`src/dars_pkg.sv`:
```
// Shared types and codes for the disk arm request scheduler.
// Item structs for both channels, op/status/register codes, default geometry.
`timescale 1ns / 1ps

package dars_pkg;

    localparam int QUEUE_DEPTH_DEF       = 16;
    localparam int SECTORS_PER_TRACK_DEF = 16;
    localparam int CFG_DATA_W            = 16;
    localparam int CFG_IDX_W             = 2;

    // op codes
    localparam logic [1:0] OP_ENQ  = 2'd0;
    localparam logic [1:0] OP_PICK = 2'd1;
    localparam logic [1:0] OP_ARM  = 2'd2;

    // status codes
    localparam logic [1:0] ST_OK      = 2'd0;
    localparam logic [1:0] ST_INVALID = 2'd1;
    localparam logic [1:0] ST_FULL    = 2'd2;
    localparam logic [1:0] ST_EMPTY   = 2'd3;

    // request direction
    localparam logic DIR_READ  = 1'b0;
    localparam logic DIR_WRITE = 1'b1;

    // register indexes
    localparam logic [CFG_IDX_W-1:0] CFG_MODE          = 2'd0;
    localparam logic [CFG_IDX_W-1:0] CFG_TRACK_COUNT   = 2'd1;
    localparam logic [CFG_IDX_W-1:0] CFG_PLATTER_COUNT = 2'd2;

    localparam logic        MODE_FCFS           = 1'b0;
    localparam logic        MODE_RST            = 1'b1;
    localparam logic [15:0] TRACK_COUNT_RST     = 16'd256;
    localparam logic [7:0]  PLATTER_COUNT_RST   = 8'd1;

    typedef struct packed {
        logic [1:0]  op;
        logic [7:0]  tag;
        logic [15:0] track;
        logic [7:0]  first_sector;
        logic [15:0] sector_count;
        logic [7:0]  platter;
        logic        is_write;
    } t_in_item;

    typedef struct packed {
        logic [1:0]  status;
        logic [7:0]  out_tag;
        logic [15:0] out_track;
        logic [7:0]  out_first_sector;
        logic [15:0] out_sector_count;
        logic [7:0]  out_platter;
        logic        out_is_write;
        logic [15:0] arm_position;
    } t_out_item;

    // one queued request, 57 bits
    typedef struct packed {
        logic [7:0]  tag;
        logic [15:0] track;
        logic [7:0]  first_sector;
        logic [15:0] sector_count;
        logic [7:0]  platter;
        logic        is_write;
    } t_req;

endpackage

```
`src/disk_arm_request_scheduler_top.sv`:
```
// Disk arm scheduler top: queue RAM, sequencer, one shared distance unit; uses dars_pkg.
// Enqueue, arm and invalid ops pass from accept through S_EXEC and S_DONE to result valid.
// Pick: S_EXEC, then S_SCAN reads entries through the RAM read port (1 in FCFS, N in SSTF),
// then S_SHIFT moves the entries behind picked slot k down one per cycle, then S_DONE.
// One item in flight; the next is accepted in the cycle after the result is registered.
// Reset (sync, active low) empties the queue, parks the arm at track 0, reloads registers.
`timescale 1ns / 1ps

module disk_arm_request_scheduler_top #(
    parameter int QUEUE_DEPTH       = dars_pkg::QUEUE_DEPTH_DEF,
    parameter int SECTORS_PER_TRACK = dars_pkg::SECTORS_PER_TRACK_DEF
) (
    input  logic                             i_clk,
    input  logic                             i_rst_n,
    input  logic                             i_in_valid,
    output logic                             o_in_stall,
    input  dars_pkg::t_in_item               i_in_item,
    output logic                             o_out_valid,
    input  logic                             i_out_stall,
    output dars_pkg::t_out_item              o_out_item,
    input  logic                             i_cfg_we,
    input  logic [dars_pkg::CFG_IDX_W-1:0]   i_cfg_idx,
    input  logic [dars_pkg::CFG_DATA_W-1:0]  i_cfg_data
);

    localparam int CNT_W = $clog2(QUEUE_DEPTH + 1);
    localparam int IDX_W = $clog2(QUEUE_DEPTH);
    localparam int SPT_W = $clog2(SECTORS_PER_TRACK + 1);
    localparam int SUM_W = 16 + SPT_W + 1;

    typedef enum logic [2:0] {
        S_IDLE,
        S_EXEC,
        S_SCAN,
        S_SHIFT,
        S_DONE
    } t_state;

    t_state              r_state;
    dars_pkg::t_in_item  r_in;
    dars_pkg::t_out_item r_out;
    logic                r_out_valid;
    logic                r_mode;
    logic [15:0]         r_track_count;
    logic [7:0]          r_platter_count;
    logic [CNT_W-1:0]    r_count;
    logic [15:0]         r_arm;
    logic [1:0]          r_status;
    logic                r_picked;
    logic [CNT_W-1:0]    r_ptr;
    logic [CNT_W-1:0]    r_last;
    logic                r_cmp_vld;
    logic [IDX_W-1:0]    r_cmp_idx;
    dars_pkg::t_req      r_best;
    logic [IDX_W-1:0]    r_best_idx;
    logic [15:0]         r_best_dist;

    dars_pkg::t_req      mem [QUEUE_DEPTH];
    dars_pkg::t_req      r_mem_rd;
    logic [IDX_W-1:0]    mem_ra;
    logic [IDX_W-1:0]    mem_wa;
    logic                mem_we;
    dars_pkg::t_req      mem_wd;

    logic [SUM_W-1:0]    last_end;
    logic [SUM_W-1:0]    limit;
    logic                req_ok;
    logic                full;
    logic [15:0]         seek_d;
    logic                same_spot;
    logic                take;
    logic [IDX_W-1:0]    scan_k;
    dars_pkg::t_req      in_req;
    dars_pkg::t_out_item n_out;

    // geometry check on the registered item
    always_comb begin
        last_end = SUM_W'(r_in.track) * SUM_W'(SECTORS_PER_TRACK)
                 + SUM_W'(r_in.first_sector) + SUM_W'(r_in.sector_count);
        limit    = SUM_W'(r_track_count) * SUM_W'(SECTORS_PER_TRACK);
        req_ok   = (r_in.platter < r_platter_count)
                && (r_in.track < r_track_count)
                && (9'(r_in.first_sector) < 9'(SECTORS_PER_TRACK))
                && (r_in.sector_count != 16'd0)
                && (last_end <= limit);
        full     = (r_count >= CNT_W'(QUEUE_DEPTH));
        in_req   = '{tag: r_in.tag, track: r_in.track, first_sector: r_in.first_sector,
                     sector_count: r_in.sector_count, platter: r_in.platter,
                     is_write: r_in.is_write};
    end

    // shared distance/compare unit, fed by the RAM read register
    always_comb begin
        seek_d = (r_mem_rd.track >= r_arm) ? (r_mem_rd.track - r_arm)
                                           : (r_arm - r_mem_rd.track);
        same_spot = (r_mem_rd.track == r_best.track)
                 && (r_mem_rd.first_sector == r_best.first_sector);
        take = (r_cmp_idx == '0) || (seek_d < r_best_dist)
            || ((seek_d == r_best_dist)
                && (!same_spot || (r_mem_rd.is_write == dars_pkg::DIR_WRITE
                                   && r_best.is_write != dars_pkg::DIR_WRITE)));
        scan_k = (r_cmp_vld && take) ? r_cmp_idx : r_best_idx;
    end

    // result item built from the pick state
    always_comb begin
        n_out              = '0;
        n_out.status       = r_status;
        n_out.arm_position = r_picked ? r_best.track : r_arm;
        if (r_picked) begin
            n_out.out_tag          = r_best.tag;
            n_out.out_track        = r_best.track;
            n_out.out_first_sector = r_best.first_sector;
            n_out.out_sector_count = r_best.sector_count;
            n_out.out_platter      = r_best.platter;
            n_out.out_is_write     = r_best.is_write;
        end
    end

    // RAM port control
    always_comb begin
        mem_ra = r_ptr[IDX_W-1:0];
        if (r_state == S_EXEC) begin
            mem_we = (r_in.op == dars_pkg::OP_ENQ) && req_ok && !full;
            mem_wa = r_count[IDX_W-1:0];
            mem_wd = in_req;
        end else begin
            mem_we = (r_state == S_SHIFT) && r_cmp_vld;
            mem_wa = r_cmp_idx;
            mem_wd = r_mem_rd;
        end
    end

    always_ff @(posedge i_clk) begin
        if (mem_we) begin
            mem[mem_wa] <= mem_wd;
        end
        r_mem_rd <= mem[mem_ra];
    end

    always_ff @(posedge i_clk) begin
        if (!i_rst_n) begin
            r_state         <= S_IDLE;
            r_out_valid     <= 1'b0;
            r_mode          <= dars_pkg::MODE_RST;
            r_track_count   <= dars_pkg::TRACK_COUNT_RST;
            r_platter_count <= dars_pkg::PLATTER_COUNT_RST;
            r_count         <= '0;
            r_arm           <= '0;
            r_picked        <= 1'b0;
            r_cmp_vld       <= 1'b0;
        end else begin
            if (i_cfg_we) begin
                unique case (i_cfg_idx)
                    dars_pkg::CFG_MODE:          r_mode          <= i_cfg_data[0];
                    dars_pkg::CFG_TRACK_COUNT:   r_track_count   <= i_cfg_data[15:0];
                    dars_pkg::CFG_PLATTER_COUNT: r_platter_count <= i_cfg_data[7:0];
                    default: ;
                endcase
            end

            // S_DONE owns the valid flag while it hands over a result
            if (r_out_valid && !i_out_stall && r_state != S_DONE) begin
                r_out_valid <= 1'b0;
            end

            unique case (r_state)
                S_IDLE: begin
                    if (i_in_valid) begin
                        r_in    <= i_in_item;
                        r_state <= S_EXEC;
                    end
                end
                S_EXEC: begin
                    r_cmp_vld <= 1'b0;
                    r_ptr     <= '0;
                    unique case (r_in.op)
                        dars_pkg::OP_ENQ: begin
                            r_picked <= 1'b0;
                            r_state  <= S_DONE;
                            if (!req_ok) begin
                                r_status <= dars_pkg::ST_INVALID;
                            end else if (full) begin
                                r_status <= dars_pkg::ST_FULL;
                            end else begin
                                r_status <= dars_pkg::ST_OK;
                                r_count  <= r_count + 1'b1;
                            end
                        end
                        dars_pkg::OP_PICK: begin
                            if (r_count == '0) begin
                                r_picked <= 1'b0;
                                r_status <= dars_pkg::ST_EMPTY;
                                r_state  <= S_DONE;
                            end else begin
                                r_picked <= 1'b1;
                                r_status <= dars_pkg::ST_OK;
                                r_last   <= (r_mode == dars_pkg::MODE_FCFS) ? '0
                                                                            : r_count - 1'b1;
                                r_state  <= S_SCAN;
                            end
                        end
                        dars_pkg::OP_ARM: begin
                            r_picked <= 1'b0;
                            r_status <= dars_pkg::ST_OK;
                            r_arm    <= r_in.track;
                            r_state  <= S_DONE;
                        end
                        default: begin
                            r_picked <= 1'b0;
                            r_status <= dars_pkg::ST_INVALID;
                            r_state  <= S_DONE;
                        end
                    endcase
                end
                S_SCAN: begin
                    // read of entry r_ptr overlaps compare of entry r_cmp_idx
                    if (r_cmp_vld && take) begin
                        r_best      <= r_mem_rd;
                        r_best_idx  <= r_cmp_idx;
                        r_best_dist <= seek_d;
                    end
                    if (r_ptr <= r_last) begin
                        r_ptr     <= r_ptr + 1'b1;
                        r_cmp_vld <= 1'b1;
                        r_cmp_idx <= r_ptr[IDX_W-1:0];
                    end else begin
                        r_cmp_vld <= 1'b0;
                        if (r_cmp_vld) begin
                            r_ptr   <= CNT_W'(scan_k) + 1'b1;
                            r_state <= S_SHIFT;
                        end
                    end
                end
                S_SHIFT: begin
                    // close the gap: entry r_ptr moves to r_ptr-1
                    if (r_ptr < r_count) begin
                        r_ptr     <= r_ptr + 1'b1;
                        r_cmp_vld <= 1'b1;
                        r_cmp_idx <= IDX_W'(r_ptr - 1'b1);
                    end else begin
                        r_cmp_vld <= 1'b0;
                        r_count   <= r_count - 1'b1;
                        r_state   <= S_DONE;
                    end
                end
                S_DONE: begin
                    if (!r_out_valid || !i_out_stall) begin
                        r_out_valid <= 1'b1;
                        r_out       <= n_out;
                        if (r_picked) begin
                            r_arm <= r_best.track;
                        end
                        r_state <= S_IDLE;
                    end
                end
                default: r_state <= S_IDLE;
            endcase
        end
    end

    assign o_in_stall  = (r_state != S_IDLE);
    assign o_out_valid = r_out_valid;
    assign o_out_item  = r_out;

    a_count_bound: assert property (@(posedge i_clk) disable iff (!i_rst_n)
        r_count <= CNT_W'(QUEUE_DEPTH))
        else $error("queue count above depth");

    a_scan_nonempty: assert property (@(posedge i_clk) disable iff (!i_rst_n)
        (r_state == S_SCAN || r_state == S_SHIFT) |-> (r_count != '0))
        else $error("scan or shift on empty queue");

    a_shift_range: assert property (@(posedge i_clk) disable iff (!i_rst_n)
        (r_state == S_SHIFT && r_cmp_vld) |-> ((CNT_W'(r_cmp_idx) + 1'b1) < r_count))
        else $error("shift writes past the queue tail");

    a_done_from_work: assert property (@(posedge i_clk) disable iff (!i_rst_n)
        $rose(o_out_valid) |-> $past(r_state == S_DONE))
        else $error("result raised outside completion");

endmodule

```
`config.mk`:
```
export PLATFORM = sky130hd
export DESIGN_NAME = disk_arm_request_scheduler_top
export DESIGN_NICKNAME = d
export VERILOG_FILES = /design/src/dars_pkg.sv /design/src/disk_arm_request_scheduler_top.sv
export SDC_FILE = /design/constraint.sdc
export NUM_CORES = 1
export LEC_CHECK = 0
export CORE_MARGIN = 2
export CORE_UTILIZATION = 49
export DETAILED_ROUTE_END_ITERATION = 12
export DONT_BUFFER_PORTS = 1
export PLACE_DENSITY = 0.75
export SETUP_SLACK_MARGIN = 0.5
export SLEW_MARGIN = 20
export SYNTH_ARGS = -nofsm -noshare
export SYNTH_HDL_FRONTEND = slang
export SYNTH_SLANG_ARGS = --single-unit
```
`constraint.sdc`:
```
create_clock -name i_clk -period 11.99 [get_ports i_clk]
set_input_delay 0.5995 -clock i_clk [delete_from_list [all_inputs] [get_ports i_clk]]
set_output_delay 0.5995 -clock i_clk [all_outputs]
set_load 0.01 [all_outputs]
```
==> flow_metrics.py <==
metrics = {
    "outcome": {
        "outcome": "complete, no violations",
    },
    "final_layout": {
        "fin_nets": 3124,
        "final_layout_size_suffix_gt1_share_pct": 19.3,
        "syn_to_final_growth_pct": 12.6,
        "fin_util_pct": 55.5,
    },
    "synth": {
        "synth_flop_cell": "edfxtp_1",
        "netlist_area_sq_um": 50800,
        "synth_top_area_share_pct": 67.3,
        "synth_top_cell_by_area": "edfxtp_1",
        "yosysUniqueCellTypes": 88,
        "ys_ff_latch": 1248,
        "postSynthNetCount": 3009,
        "ys_warn_count": 0,
        "synth.most_common_cell": "edfxtp_1",
        "syn_avg_cell_area_sq_um": 18.2,
        "synth_common_cells": "edfxtp_1, mux4_2, nand2_1",
        "yosys-top-cells-area": "edfxtp_1, mux4_2, dfxtp_1",
        "yosysSeqAreaShare_pct": 71.6,
        "synth-edff-count": 1139,
        "synthCells": 2792,
        "async_flop_share_pct": 0,
    },
    "job": {
        "drv_cap": 0,
    },
    "critical_path": {
        "required_ps": 12330,
        "cp.arrival_ps": 7680,
        "slowest_delay_ps": 800,
        "reg2reg_depth": 22,
        "worst_path_most_repeated_cell": "ha_1",
        "critPathSlowestCell": "buf_4",
        "crit_fanout": 40,
        "crit_chain": "ha_1 > ha_1 > fa_1 > a211oi_1 > o21bai_1 > a31o_2 > or3b_1 > a22oi_1 > a21oi_1 > nand3_1 > xnor2_1 > ha_1 > nand2_1 > nor4_2 > nor4b_4 > o2111ai_2 > a2111oi_2 > nand3_1 > o31a_1 > nor3_2 > buf_4 > buf_4",
        "reg2reg_from": "in_req[10]",
        "crit_path_start": "in_req[10]",
        "critPathCaptureType": "flop",
        "critPathKind": "reg2reg",
        "cp-start-kind": "flop",
    },
    "clock_network": {
        "cts_hold_buf": 64,
        "cts_sinks": 1248,
        "cts_tree": "built",
        "numCtsBuffers": 117,
        "clk_latency_ps": 720,
        "cts_root_buffer": "clkbuf_16",
        "htree_levels": 3,
        "ctsResizeCount": 0,
        "clock_path_buffers": 3,
        "path_clk_slew_ps": 60,
        "postCtsSetupBuffers": 0,
    },
    "routing": {
        "wl_met1_mm": 49.2,
        "drt_iter0_drc": 3166,
        "wl_met2_mm": 57.6,
        "wl_per_cell_microns": 27.8,
        "dr.max_layer_used": "met5",
        "drc_errors": 0,
        "dr.pass1.iters": 6,
        "post_drt_via_cell_ratio": 6.05,
        "postRouteAntennaNets": 0,
        "num_vias": 26600,
        "routed_wl_mm": 122,
        "met3RoutedLength_mm": 12.1,
    },
    "global_route": {
        "track_usage_pct": 23.0,
        "grt_max_degree": 149,
        "grt_antenna_before_repair": 24,
        "grt_pass1_wl_mm": 180,
        "grt_pass1_vias": 27000,
        "grt-ovfl-total": 0,
    },
    "power": {
        "irDropWorstVdd_v": 0.000158,
        "p_int_mw": 7.07,
        "p_comb_share_pct": 5.1,
        "pwr-share-seq_pct": 53.6,
        "power.switching_mw": 1.96,
        "p_clk_share_pct": 41.2,
        "p_leak_nw": 18.9,
        "swShare_pct": 21.7,
        "power_density_nw_per_um2": 158,
    },
    "worst_hold_path": {
        "hold_class": "in2reg",
        "whs_path_depth": 2,
        "hp-start": "i_cfg_data[3]",
    },
    "sta": {
        "rsz0062_at_grt": "no",
        "hold_viol": 0,
        "tightest_slew_ps": 1170,
        "slew_headroom_pct": 21.9,
        "fmaxAchievable_mhz": 136,
        "finalSetupTns_ps": 0,
        "layout_min_cycle_time_ps": 7350,
        "skew_ps": 50.6,
        "final_max_slew_viol_count": 0,
        "setup_viol": 0,
        "fin_crit_sh_pct": 61.3,
    },
    "die": {
        "die_h_microns": 326,
        "rows": 118,
        "die_x_microns": 326,
        "io-pin-count": 159,
        "fp.dieArea_sq_um": 106000,
        "core_sq_um": 103000,
        "start_util_pct": 49.3,
    },
    "placed_design": {
        "dp_hpwl_mm": 73.8,
        "port_buffers": 0,
        "gp_congestion": 0.886,
    },
}
==> per-stage QoR <==
| stage | hold slack, ps | area [sq um] | power [mW] | worst slack [ps] | instances |
|---|---|---|---|---|---|
| 3_5_place_dp | 410 | 52600 | 5.37 | 4820 | 4101 |
| 5_1_grt | 17.7 | 57200 | 9.29 | 4270 | 4399 |
| 3_3_place_gp | 409 | 52600 | 5.35 | 4990 | 4101 |
| 6_report | 40.3 | 57200 | 9.03 | 4640 | 4400 |
| 2_1_floorplan | 400 | 50800 | 5.23 | 2840 | 2792 |
| 4_1_cts | 1.05 | 57200 | 9.08 | 4790 | 4389 |
==> path summary, 6_finish.rpt <==
kind                                          to  slack, ps
worst max-delay path                  mem[11][5]       4640
worst min-delay path            r_track_count[3]         40
worst max register to register        mem[11][5]       4640
worst min register to register    o_out_item[73]        430
==> critical path, delay by kind of cell (launching register included) <==
kind	cells	cell delay, ps
AO/OA/AOI/OAI	8	2050
AND/OR/NAND/NOR	7	1780
buffers and inverters	2	1190
XOR/XNOR	1	80
adder cells (fa/ha/maj)	4	1390
flip-flops	1	420
==> power groups by stage <==
stage | combinational, mW | sequential (mW) | clock (mW)
after floorplan | 0.314 | 4.92 | 0
after global placement | 0.420 | 4.93 | 0
after detailed placement | 0.435 | 4.94 | 0
after CTS | 0.459 | 4.84 | 3.78
after global routing | 0.508 | 4.84 | 3.94
final | 0.462 | 4.84 | 3.72
==> cell usage in the layout, fill, tap and decap left out, types with 11 or more instances in the layout <==
cell	instances
a21boi_0	20
a21o_1	21
a21oi_1	67
a31oi_1	16
and2_1	81
buf_4	46
clkbuf_1	25
clkbuf_16	118
clkinv_2	20
clkinvlp_4	13
dfxtp_1	108
dlygate4sd3_1	64
edfxtp_1	1139
ha_1	128
inv_1	89
mux2i_1	38
mux4_2	285
nand2_1	240
nand3_1	24
nand4_1	24
nor2_1	41
nor2b_1	22
nor3_1	16
nor3_2	11
o21ai_0	52
o21ai_1	12
o21bai_1	19
xnor2_1	50
xor2_1	14
==> cell families after synthesis <==
logic type / Yosys count / share of synthesized area (%)
AOI/OAI and AO/OA: 263 / 3.36
xor gates and xnor gates: 64 / 1.10
adders and majority gates: 135 / 3.43
buffers and inverters: 213 / 1.67
DFF: 1248 / 71.6
muxes: 331 / 13.6
and+or+nand+nor: 538 / 5.31
==> metal layers <==
metal,vias up,track usage (%)
li1,11300,-
met1,13800,31.9
met2,1329,36.4
met3,215,5.80
met4,24,6.65
met5,-,0
==> flip-flops by register name, indices dropped and copies added, names as in the netlist <==
signal,count
r_best,57
r_last,5
r_arm,16
r_count,5
r_state,3
r_status,2
mem,912
r_best_dist,16
r_mode,1
r_cmp_idx,4
r_ptr,5
r_in,2
in_req,57
r_cmp_vld,1
r_best_idx,4
r_picked,1
o_out_valid,1
r_platter_count,8
r_mem_rd,57
o_out_item,75
r_track_count,16
==> area by class of cell <==
cell class	instances	area [sq um]
Fill cell	7602	46000
Sequential cell	1248	36400
Multi-Input combinational cell	1331	13700
Clock buffer	150	3140
Tap cell	1380	1730
Timing Repair Buffer	119	1110
Clock inverter	74	785
Inverter	90	338
Antenna cell	8	20.0
(Power assumes the default switching activity.)
